[config.mk]
export PLATFORM = sky130hd
export DESIGN_NAME = scheme_literal_lexer
export DESIGN_NICKNAME = d
export VERILOG_FILES = /design/src/design/slx_pkg.sv /design/src/design/slx_core.sv /design/src/design/slx_res_fifo.sv /design/src/design/scheme_literal_lexer.sv
export VERILOG_INCLUDE_DIRS = /design/src /design/src/design
export SDC_FILE = /design/constraint.sdc
export NUM_CORES = 1
export LEC_CHECK = 0
export BUFFER_PORTS_ARGS = -buffer_cell sky130_fd_sc_hd__clkbuf_2
export CAP_MARGIN = 20
export CORE_MARGIN = 2
export CORE_UTILIZATION = 50
export CTS_CLUSTER_DIAMETER = 120
export DETAILED_ROUTE_END_ITERATION = 6
export GPL_ROUTABILITY_DRIVEN = 0
export PLACE_DENSITY_LB_ADDON = 0.05
export SYNTH_ARGS = -nofsm -noshare
export SYNTH_HDL_FRONTEND = slang
export SYNTH_SLANG_ARGS = --single-unit
[constraint.sdc]
create_clock -name clk -period 5.05 [get_ports clk]
set_input_delay 0.2525 -clock clk [delete_from_list [all_inputs] [get_ports clk]]
set_output_delay 0.2525 -clock clk [all_outputs]
set_load 0.01 [all_outputs]
[src/design/scheme_literal_lexer_assert.svh]
`ifndef SCHEME_LITERAL_LEXER_ASSERT_SVH
`define SCHEME_LITERAL_LEXER_ASSERT_SVH

// same-cycle implication, checked out of reset
`define SLX_ASSERT_NOW(label, ante, cons, msg) \
	label: assert property (@(posedge clk) disable iff (!arst_n) (ante) |-> (cons)) \
		else $error(msg);

// next-cycle implication, checked out of reset
`define SLX_ASSERT_NEXT(label, ante, cons, msg) \
	label: assert property (@(posedge clk) disable iff (!arst_n) (ante) |=> (cons)) \
		else $error(msg);

`endif

[src/design/slx_pkg.sv]
package slx_pkg;

	localparam int VALUE_BITS = 64;
	localparam int MAG_W      = VALUE_BITS - 1;
	localparam int PROD_W     = MAG_W + 4;
	localparam int FIFO_DEPTH = 4;
	localparam int PTR_W      = $clog2(FIFO_DEPTH);
	localparam int CNT_W      = $clog2(FIFO_DEPTH + 1);
	localparam int OUT_DATA_W = ((VALUE_BITS + 3 + 7) / 8) * 8;

	localparam logic [7:0] CH_ZERO  = 8'h30;
	localparam logic [7:0] CH_NINE  = 8'h39;
	localparam logic [7:0] CH_DASH  = 8'h2d;
	localparam logic [7:0] CH_HASH  = 8'h23;
	localparam logic [7:0] CH_SEMI  = 8'h3b;
	localparam logic [7:0] CH_LF    = 8'h0a;
	localparam logic [7:0] CH_TAB   = 8'h09;
	localparam logic [7:0] CH_CR    = 8'h0d;
	localparam logic [7:0] CH_SPACE = 8'h20;
	localparam logic [7:0] CH_LPAR  = 8'h28;
	localparam logic [7:0] CH_RPAR  = 8'h29;
	localparam logic [7:0] CH_QUOTE = 8'h22;
	localparam logic [7:0] CH_T     = 8'h74;
	localparam logic [7:0] CH_F     = 8'h66;

	typedef enum logic [1:0] {
		KIND_INT,
		KIND_TRUE,
		KIND_FALSE,
		KIND_ERR
	} kind_t;

	typedef enum logic [2:0] {
		ERR_NONE,
		ERR_UNEXPECTED,
		ERR_UNDELIM,
		ERR_BOOL,
		ERR_OVERFLOW
	} err_t;

	typedef struct packed {
		kind_t                 kind;
		logic [VALUE_BITS-1:0] value;
		err_t                  err;
		logic                  last;
	} res_t;

	typedef struct packed {
		logic [1:0]     n;
		res_t [1:0]     r;
	} res_pair_t;

endpackage

[src/design/slx_core.sv]
`include "scheme_literal_lexer_assert.svh"

module slx_core
	import slx_pkg::*;
(
	input  logic       clk,
	input  logic       arst_n,
	input  logic       step,
	input  logic [7:0] byte_s1,
	input  logic       end_s1,
	output res_pair_t  pair
);

	typedef enum logic [2:0] {
		MODE_IDLE,
		MODE_COMMENT,
		MODE_MINUS,
		MODE_NUMBER,
		MODE_HASH,
		MODE_HALT
	} mode_t;

	mode_t            mode_q, mode_d;
	logic [MAG_W-1:0] acc_q, acc_d;
	logic             neg_q, neg_d;

	logic              is_digit, is_space, is_delim, do_idle;
	logic [3:0]        dig;
	logic [PROD_W-1:0] prod, acc_ext;
	logic [VALUE_BITS-1:0] mag_ext;
	res_pair_t         pair_c;

	function automatic res_t mk_res(kind_t kind, logic [VALUE_BITS-1:0] value, err_t err);
		res_t r;
		r.kind  = kind;
		r.value = value;
		r.err   = err;
		r.last  = 1'b0;
		return r;
	endfunction

	always_comb begin
		is_digit = (byte_s1 inside {[CH_ZERO:CH_NINE]}) && !end_s1;
		is_space = byte_s1 inside {CH_SPACE, [CH_TAB:CH_CR]};
		is_delim = end_s1 || is_space ||
			(byte_s1 inside {CH_LPAR, CH_RPAR, CH_SEMI, CH_QUOTE});
		dig      = 4'(byte_s1 - CH_ZERO);
		acc_ext  = PROD_W'(acc_q);
		prod     = (acc_ext << 3) + (acc_ext << 1) + PROD_W'(dig);
		mag_ext  = VALUE_BITS'(acc_q);
	end

	always_comb begin
		mode_d   = mode_q;
		acc_d    = acc_q;
		neg_d    = neg_q;
		do_idle  = 1'b0;
		pair_c   = '0;
		case (mode_q)
			MODE_IDLE: begin
				do_idle = 1'b1;
			end
			MODE_COMMENT: begin
				if (end_s1) begin
					pair_c.r[0] = mk_res(KIND_ERR, '0, ERR_UNEXPECTED);
					pair_c.n    = 2'd1;
					mode_d      = MODE_HALT;
				end else if (byte_s1 == CH_LF) begin
					mode_d = MODE_IDLE;
				end
			end
			MODE_MINUS: begin
				if (is_digit) begin
					acc_d  = MAG_W'(dig);
					neg_d  = 1'b1;
					mode_d = MODE_NUMBER;
				end else begin
					pair_c.r[0] = mk_res(KIND_ERR, '0, ERR_UNEXPECTED);
					pair_c.n    = 2'd1;
					mode_d      = MODE_HALT;
				end
			end
			MODE_NUMBER: begin
				if (is_digit) begin
					if (prod[PROD_W-1:MAG_W] != '0) begin
						pair_c.r[0] = mk_res(KIND_ERR, '0, ERR_OVERFLOW);
						pair_c.n    = 2'd1;
						mode_d      = MODE_HALT;
					end else begin
						acc_d = prod[MAG_W-1:0];
					end
				end else if (is_delim) begin
					pair_c.r[0] = mk_res(KIND_INT, neg_q ? (~mag_ext + 1'b1) : mag_ext,
						ERR_NONE);
					pair_c.n    = 2'd1;
					acc_d       = '0;
					neg_d       = 1'b0;
					mode_d      = MODE_IDLE;
					do_idle     = 1'b1;
				end else begin
					pair_c.r[0] = mk_res(KIND_ERR, '0, ERR_UNDELIM);
					pair_c.n    = 2'd1;
					mode_d      = MODE_HALT;
				end
			end
			MODE_HASH: begin
				if (!end_s1 && byte_s1 == CH_T) begin
					pair_c.r[0] = mk_res(KIND_TRUE, '0, ERR_NONE);
					pair_c.n    = 2'd1;
					mode_d      = MODE_IDLE;
				end else if (!end_s1 && byte_s1 == CH_F) begin
					pair_c.r[0] = mk_res(KIND_FALSE, '0, ERR_NONE);
					pair_c.n    = 2'd1;
					mode_d      = MODE_IDLE;
				end else begin
					pair_c.r[0] = mk_res(KIND_ERR, '0, ERR_BOOL);
					pair_c.n    = 2'd1;
					mode_d      = MODE_HALT;
				end
			end
			default: begin
				mode_d = MODE_HALT;
			end
		endcase

		if (do_idle) begin
			if (end_s1) begin
				pair_c.r[pair_c.n[0]] = mk_res(KIND_ERR, '0, ERR_UNEXPECTED);
				pair_c.n              = pair_c.n + 2'd1;
				mode_d                = MODE_HALT;
			end else if (is_space) begin
				mode_d = MODE_IDLE;
			end else if (byte_s1 == CH_SEMI) begin
				mode_d = MODE_COMMENT;
			end else if (is_digit) begin
				acc_d  = MAG_W'(dig);
				neg_d  = 1'b0;
				mode_d = MODE_NUMBER;
			end else if (byte_s1 == CH_DASH) begin
				mode_d = MODE_MINUS;
			end else if (byte_s1 == CH_HASH) begin
				mode_d = MODE_HASH;
			end else begin
				pair_c.r[pair_c.n[0]] = mk_res(KIND_ERR, '0, ERR_UNEXPECTED);
				pair_c.n              = pair_c.n + 2'd1;
				mode_d                = MODE_HALT;
			end
		end

		if (pair_c.n == 2'd2) begin
			pair_c.r[1].last = 1'b1;
		end else if (pair_c.n == 2'd1) begin
			pair_c.r[0].last = 1'b1;
		end

		pair = pair_c;
		if (!step) begin
			pair.n = 2'd0;
		end
	end

	always_ff @(posedge clk or negedge arst_n) begin
		if (!arst_n) begin
			mode_q <= MODE_IDLE;
			acc_q  <= '0;
			neg_q  <= 1'b0;
		end else if (step) begin
			mode_q <= mode_d;
			acc_q  <= acc_d;
			neg_q  <= neg_d;
		end
	end

	`SLX_ASSERT_NEXT(a_halt_sticks, mode_q == MODE_HALT, mode_q == MODE_HALT,
		"lexer left halt without reset")
	`SLX_ASSERT_NOW(a_pair_starts_int, pair.n == 2'd2,
		pair.r[0].kind == KIND_INT && pair.r[1].kind == KIND_ERR,
		"two results not an integer followed by an error")
	`SLX_ASSERT_NOW(a_halt_silent, mode_q == MODE_HALT, pair.n == 2'd0,
		"result produced while halted")

endmodule

[src/design/slx_res_fifo.sv]
`include "scheme_literal_lexer_assert.svh"

module slx_res_fifo
	import slx_pkg::*;
(
	input  logic      clk,
	input  logic      arst_n,
	input  res_pair_t push,
	output logic      room,
	output logic      head_valid,
	input  logic      head_pop,
	output res_t      head
);

	res_t             mem_q [FIFO_DEPTH];
	logic [PTR_W-1:0] wr_q, rd_q;
	logic [CNT_W-1:0] count_q, free;
	logic             pop;

	assign free       = CNT_W'(FIFO_DEPTH) - count_q;
	assign room       = free >= CNT_W'(2);
	assign head_valid = count_q != '0;
	assign head       = mem_q[rd_q];
	assign pop        = head_valid && head_pop;

	always_ff @(posedge clk) begin
		if (push.n != 2'd0) begin
			mem_q[wr_q] <= push.r[0];
		end
		if (push.n == 2'd2) begin
			mem_q[PTR_W'(wr_q + 1'b1)] <= push.r[1];
		end
	end

	always_ff @(posedge clk or negedge arst_n) begin
		if (!arst_n) begin
			wr_q    <= '0;
			rd_q    <= '0;
			count_q <= '0;
		end else begin
			wr_q    <= PTR_W'(wr_q + push.n);
			rd_q    <= PTR_W'(rd_q + pop);
			count_q <= CNT_W'(count_q + push.n - pop);
		end
	end

	`SLX_ASSERT_NOW(a_no_overrun, push.n != 2'd0, CNT_W'(push.n) <= free,
		"result queue overrun")
	`SLX_ASSERT_NOW(a_count_bound, 1'b1, count_q <= CNT_W'(FIFO_DEPTH),
		"result queue count out of range")
	`SLX_ASSERT_NEXT(a_count_track, push.n == 2'd0 && !pop, $stable(count_q),
		"queue count moved without push or pop")

endmodule

[src/design/scheme_literal_lexer.sv]
// Flow: a beat accepted on the slave side is registered, then lexed and queued once the queue
// has room, and its first result is offered on the master side from the queue head.
// Throughput: one beat per cycle while the queue has room; a number closed by end of stream,
// a parenthesis or a quote yields two results, absorbed by a four-entry queue.
// Stall: a registered beat waits while the queue has fewer than two free entries.
// Reset: arst_n clears the lexer mode, accumulator, sign and queue pointers at once.
module scheme_literal_lexer
	import slx_pkg::*;
(
	input  logic                  clk,
	input  logic                  arst_n,
	input  logic                  s_axis_tvalid,
	output logic                  s_axis_tready,
	input  logic [7:0]            s_axis_tdata,  // byte_in
	input  logic                  s_axis_tlast,  // end_of_input
	output logic                  m_axis_tvalid,
	input  logic                  m_axis_tready,
	output logic [OUT_DATA_W-1:0] m_axis_tdata,  // number_value, error_code, zero pad
	output logic [1:0]            m_axis_tuser,  // token_kind
	output logic                  m_axis_tlast   // last_of_run
);

	logic       valid_s1;
	logic [7:0] byte_s1;
	logic       end_s1;
	logic       room, advance;
	res_pair_t  pair;
	res_t       head;

	assign advance       = valid_s1 && room;
	assign s_axis_tready = !valid_s1 || advance;

	always_ff @(posedge clk or negedge arst_n) begin
		if (!arst_n) begin
			valid_s1 <= 1'b0;
		end else if (s_axis_tready) begin
			valid_s1 <= s_axis_tvalid;
		end
	end

	always_ff @(posedge clk) begin
		if (s_axis_tvalid && s_axis_tready) begin
			byte_s1 <= s_axis_tdata;
			end_s1  <= s_axis_tlast;
		end
	end

	slx_core u_core (
		.clk     (clk),
		.arst_n  (arst_n),
		.step    (advance),
		.byte_s1 (byte_s1),
		.end_s1  (end_s1),
		.pair    (pair)
	);

	slx_res_fifo u_fifo (
		.clk        (clk),
		.arst_n     (arst_n),
		.push       (pair),
		.room       (room),
		.head_valid (m_axis_tvalid),
		.head_pop   (m_axis_tready),
		.head       (head)
	);

	assign m_axis_tdata = OUT_DATA_W'({head.err, head.value});
	assign m_axis_tuser = head.kind;
	assign m_axis_tlast = head.last;

endmodule
==> impl_metrics.ini, run 1 <==
[timing]
layout_setup_ws_ns = 0.0197
fin_setup_tns_ns = 0
fin_skew_ns = 0.0143
finalSetupViolations = 0
finalCriticalPeriod_ns = 5.03
slew_headroom_pct = 34.5
max_slew.worst_pin.slew_ns = 0.979
hold_violations = 0
final.period_utilization_pct = 99.6
slew_violations = 0
fmax_mhz = 199
rsz0062_at_grt = yes

[finish]
synthToLayoutAreaGrowth_pct = 26.2
drive_gt1_share_pct = 23.9
multi_input_area_um2 = 13400
fin_nets = 2755
final-instance-count-excl-fill = 3221
fillers = 3606
regArea_um2 = 7920

[global_routing]
grt_use_total_pct = 28.1
grt_pass1_vias = 18138
overflow = 0
antenna_found_initial = 0
grt_pass1_wl_um = 100000
grt_max_degree = 76

[clock_network]
cts_buffers = 42
cts-root-buf = clkbuf_16
cts_tree = built
clk_pin_slew_worst_paths_ns = 0.06
cts.path.max_buffers = 3
clk_latency_ns = 0.58
cts.sinks = 364
htreeDepth = 2

[die]
start_util_pct = 50.6
core_um2 = 43100
rows = 76
die-area_um2 = 45300
die-width_um = 213
dieHeight_um = 213
num_io_pins = 90

[pwr]
peakVddDrop_uv = 367
power_mw = 13.0
power.leakage_nw = 14.5
power_per_cell_area_nw_per_um2 = 474

[worst_setup_path]
critPathCaptureType = flop
cp.arrival_ns = 5.49
worstSetupStartpointType = flop
cp_max_fo = 8
crit_type = flop to flop
required_ns = 5.51

[job]
max-cap-violations = 0

[route]
drc_errors = 0
finalWirelength_um = 65400
ant_nets = 0
via_per_inst = 5.78
drtPass1Iterations = 5
via_count = 18614
post_drt_wl_per_cell_um = 20.3
drtIter0Drc = 1280

[synthesis]
synthSimpleGateAreaFrac_pct = 15.1
synth_edf_count = 25
synth_xor_area_share_pct = 5.18
yosysTopAreaCell = dfxtp_1
synthMostInstantiatedCell = nor2_1
syn_avg_cell_area_um2 = 9.45
synth_top_family_by_area = multiplexers
synth_compound_area_share_pct = 11.7
ys_ff_latch = 364
synth.area.mux_share_pct = 19.8
async_flop_share_pct = 20.6
synth_top_area_share_pct = 24.3
synthAdderAreaFrac_pct = 7.97
yosysWarnings = 0
syn_area_um2 = 21800
synth_seq_area_share_pct = 36.3
synthTopCellsByCount = nor2_1 (383), mux2i_1 (267), dfxtp_1 (264)
synth_flop_cell = dfxtp_1
syn_inst = 2307
synth_area_leaders = dfxtp_1 (24%), mux2i_1 (12%), dfrtp_1 (8.6%), ha_1 (7.7%), mux4_2 (7.2%)
ys_types = 81

[place]
place_ws_ns = -0.508
port_buffers = 84
dp_hpwl_um = 46200
dp_cells = 3084

[hold_path]
hold_path_class = primary input to asynchronous set/reset pin

[outcome]
outcome = complete, no violations
## layout by cell type (no fill, tap or decap), types with 8 or more instances in the layout
cell type and instances:
a21oi_2 9, clkbuf_2 83, o21a_1 11, xor2_1 88, inv_1 35, nand2b_1 15
edfxtp_1 25, dfrtp_1 71, nor2b_1 19, nand3_1 26, o21ai_0 90, or4_1 10
nor2_1 382, o211ai_1 11, buf_6 14, a31oi_1 9, clkbuf_16 57, clkinv_2 9
nand4_1 25, a21o_1 29, buf_12 38, nor3_1 31, dlygate4sd3_1 11, dfxtp_1 264
nand2_1 152, o31ai_1 25, a21oi_1 80, buf_16 8, mux2i_1 260, o21ai_1 39
o21bai_1 29, or3_1 13, nor4_1 9, ha_1 127, buf_4 229, mux4_2 70
xnor2_1 40
## through the flow
stage	hold slack [ns]	util, %	cell area (um2)
finish	0.0588	63.9	27500
detailed placement	0.432	57.3	24700
global placement	0.430	57.3	24700
CTS	0.0763	61.6	26500
global route	0.0658	63.9	27500
floorplan	-0.0431	-	21900
## cell families (layout without fill, tap and decap cells)
family                     count (synthesis)  in the layout
and+or+nand+nor                          735            735
muxes                                    343            343
buffers and inverters                    192            516
adders and majority gates                137            137
AOI/OAI and AO/OA                        406            406
other                                      1              6
xor gates and xnor gates                 129            129
DFF                                      364            364
## per-layer routing
metal | global-route usage (%) | share of wire (%)
met5 | 0 | 0
met1 | 40.0 | 46
met3 | 3.52 | 5.4
met4 | 7.16 | 1.9
met2 | 45.5 | 47
## where the power goes
group / total, mW / switching, mW / internal, mW / leakage, nW
Sequential: 4.62 / 0.725 / 3.90 / 3.38
Combinational: 5.21 / 2.65 / 2.56 / 10.4
Clock: 3.20 / 1.31 / 1.89 / 0.721
## final timing paths
path	startpoint	to	slack [ns]	depth (start not counted)
max in group asynchronous	arst_n	u_core.acc_q[17]	4.39	3
max	u_core.acc_q[2]	u_fifo.mem_q[1][4]	0.02	24
min reg2reg	u_fifo.mem_q[1][20]	u_fifo.mem_q[1][20]	0.49	2
max reg2reg	u_core.acc_q[2]	u_fifo.mem_q[1][4]	0.02	24
min	arst_n	u_core.acc_q[55]	0.06	2
min in group clk	m_axis_tready	u_fifo.rd_q[0]	0.09	3
## registers in the layout (all words and copies together), names as in the netlist
register and cells:
u_fifo.wr_q 2, u_core.neg_q 1, valid_s1 1, u_core.acc_q 63, u_fifo.rd_q 2, end_s1 1
u_fifo.count_q 3, byte_s1 8, u_fifo.mem_q 280, u_core.mode_q 3
## repair_timing
action / CTS / global route
endpoints found under the setup margin: 298 / 300
setup buffers: 14 / 20
pin swaps: 23 / 30
cloned: 1 / 15
hold endpoints to repair: 85 / 0
hold buffers: 11 / 0
gates resized for setup: 33 / 81
## final cells by class
cell class              count  share of cell area (%)
repair buffers            403                    13.9
well taps                 585                    2.66
clock inverters            21                   0.969
diodes                      1                 0.00910
clock buffers              53                    4.30
inverters                  39                   0.532
flip-flops and latches    364                    28.8
multi-input cells        1755                    48.8
## critical path: stages, from the launching register on
cell and delay (ns):
dfrtp_1 0.39, inv_2 0.08, fa_2 0.49, fa_2 0.45
nand2b_4 0.16, a21o_1 0.17, a31o_2 0.23, nand2_2 0.08
a31oi_2 0.10, a21oi_2 0.25, a21oi_2 0.11, xnor2_2 0.20
o311ai_4 0.28, nand2_2 0.12, ha_4 0.27, o21ai_4 0.13
buf_6 0.12, a211o_1 0.12, nand2_2 0.08, buf_12 0.14
o21ai_4 0.21, buf_12 0.21, clkbuf_16 0.19, mux2i_1 0.24
nor2_1 0.07
(Power assumes the default switching activity.)
==> run 2, diff against run 1 <==
==> constraint.sdc (replaced) <==
create_clock -name clk -period 4.23 [get_ports clk]
set_input_delay 0.2115 -clock clk [delete_from_list [all_inputs] [get_ports clk]]
set_output_delay 0.2115 -clock clk [all_outputs]
set_load 0.01 [all_outputs]
==> impl_metrics.ini, run 2 (synthesized netlist as in run 1, its figures left out) <==
[job]
max-cap-violations = 0

[global_routing]
grt_pass1_wl_um = 103000
antenna_found_initial = 1
overflow = 0
grt_pass1_vias = 18894
grt_use_total_pct = 29.2
grt_max_degree = 76

[worst_setup_path]
required_ns = 4.70
cp_slowest_stage_delay_ns = 0.47
cp_max_fo = 8
worstSetupStartpointType = flop
critPathSlowestCell = fa_2
r2r_cells = 25
cp.arrival_ns = 5.50
critPathCaptureType = flop
crit_top_cell = buf_6
crit_type = flop to flop

[finish]
top_regs = u_fifo.mem_q: 280 flops, u_core.acc_q: 63 flops, byte_s1: 8 flops
layout_common_cells = nor2_1 (381), buf_4 (353), dfxtp_1 (264), mux2i_1 (259), nand2_1 (143)
largest_reg_flops = 280
final_common_cell = nor2_1
drive_gt1_share_pct = 30.4
insertedDiodeCount = 0
top_register = u_fifo.mem_q
fin_nets = 2905
fillers = 3381
utilization_pct = 68.0
synthToLayoutAreaGrowth_pct = 34.5

[route]
finalWirelength_um = 71200
drtPass1Iterations = 5
ant_nets = 0
drtIter0Drc = 1504
drc_errors = 0
post_drt_wl_per_cell_um = 21.1
via_per_inst = 5.78
via_count = 19524

[clock_network]
cts-root-buf = clkbuf_16
cts_tree = built
cts_buffers = 43
cts.sinks = 364
clk_latency_ns = 0.60
clk_pin_slew_worst_paths_ns = 0.06
cts.path.max_buffers = 3
htreeDepth = 2

[outcome]
violations = setup timing
outcome = finished, violations left

[timing]
fin_skew_ns = 0.0354
final.period_utilization_pct = 119
finalSetupViolations = 364
finalCriticalPeriod_ns = 5.03
layout_setup_ws_ns = -0.799
fin_setup_tns_ns = -220.36
max_slew.worst_pin.slew_ns = 0.877
slew_violations = 0
rsz0062_at_grt = yes
slew_headroom_pct = 41.6
hold_violations = 0
fmax_mhz = 199

[die]
rows = 76
start_util_pct = 50.6
num_io_pins = 90
dieHeight_um = 213
core_um2 = 43100
die-area_um2 = 45300
die-width_um = 213

[pwr]
power.leakage_nw = 15.4
power_per_cell_area_nw_per_um2 = 542
peakVddDrop_uv = 330

[place]
port_buffers = 84
dp_hpwl_um = 48400

[hold_path]
hold_path_class = primary input to flop
whs_path_depth = 3
==> run 2: cell count changes in the layout (fill, tap and decap cells not counted), sizes merged, moves of 2 or more <==
| cell | delta |
|---|---|
| clkbuf | +20 |
| bufbuf | +2 |
| clkinvlp | +3 |
| inv | -3 |
| buf | +138 |
| bufinv | -4 |
==> run 2: metrics by stage <==
step	setup slack [ns]	total power [mW]	hold WS, ns	instances	cell area [um2]
4_1_cts	-0.712	15.4	0.0648	3320	27700
3_3_place_gp	-1.21	11.3	0.390	3212	25800
2_1_floorplan	-0.507	9.34	-0.0841	2311	22200
3_5_place_dp	-1.25	11.4	0.393	3212	25800
6_report	-0.799	15.9	0.0600	3375	29300
5_1_grt	-0.974	16.7	0.110	3375	29300
==> run 2: where the power goes <==
group	switching, mW	leakage, nW	internal, mW
clock	1.60	0.683	2.11
sequential	0.871	3.38	4.65
combinational	3.32	11.4	3.32
total	5.79	15.4	10.1
==> run 2: area by class of cell <==
cell class | instances | area [um2] | share of cell area [%]
clock inverters | 16 | 126 | 0.431
flip-flops and latches | 364 | 7930 | 27.0
clock buffers | 64 | 1280 | 4.36
multi-input cells | 1755 | 13900 | 47.5
repair buffers | 552 | 5180 | 17.7
well taps | 585 | 732 | 2.50
inverters | 39 | 146 | 0.500
==> run 2: final timing paths <==
path	from	slack, ns	to
worst max-delay path	byte_s1[3]	-0.80	u_fifo.mem_q[0][10]
worst min-delay path	m_axis_tready	0.06	u_fifo.rd_q[0]
worst max register to register	byte_s1[3]	-0.80	u_fifo.mem_q[0][10]
worst min register to register	u_fifo.mem_q[1][24]	0.49	u_fifo.mem_q[1][24]
max in group asynchronous	arst_n	3.54	u_core.acc_q[25]
min in group asynchronous	arst_n	0.07	u_core.acc_q[54]
==> run 2: repair_timing <==
item                       CTS  global route
hold endpoints to repair    85             0
setup endpoints to repair  366           367
hold buffers                11             0
resized for setup           50           167
pin swaps                   10            78
buffers inserted            16            27
cloned                       2            29
==> run 2: metal layers <==
metal | GRT usage, % | routed length [um] | part of all wire, %
met3 | 3.71 | 4610 | 6.5
met5 | 0 | 11 | 0.015
met2 | 47.5 | 33200 | 47
met1 | 40.8 | 31500 | 44
met4 | 8.22 | 1840 | 2.6
==> run 2: critical path: cells and delay by family (launching register included) <==
| family | cells | cell delay [ns] |
|---|---|---|
| muxes | 1 | 0.23 |
| DFF | 1 | 0.40 |
| adders and majority gates | 3 | 1.11 |
| xor gates and xnor gates | 1 | 0.16 |
| and+or+nand+nor | 5 | 0.51 |
| AOI/OAI and AO/OA | 9 | 1.62 |
| buffers and inverters | 6 | 0.86 |
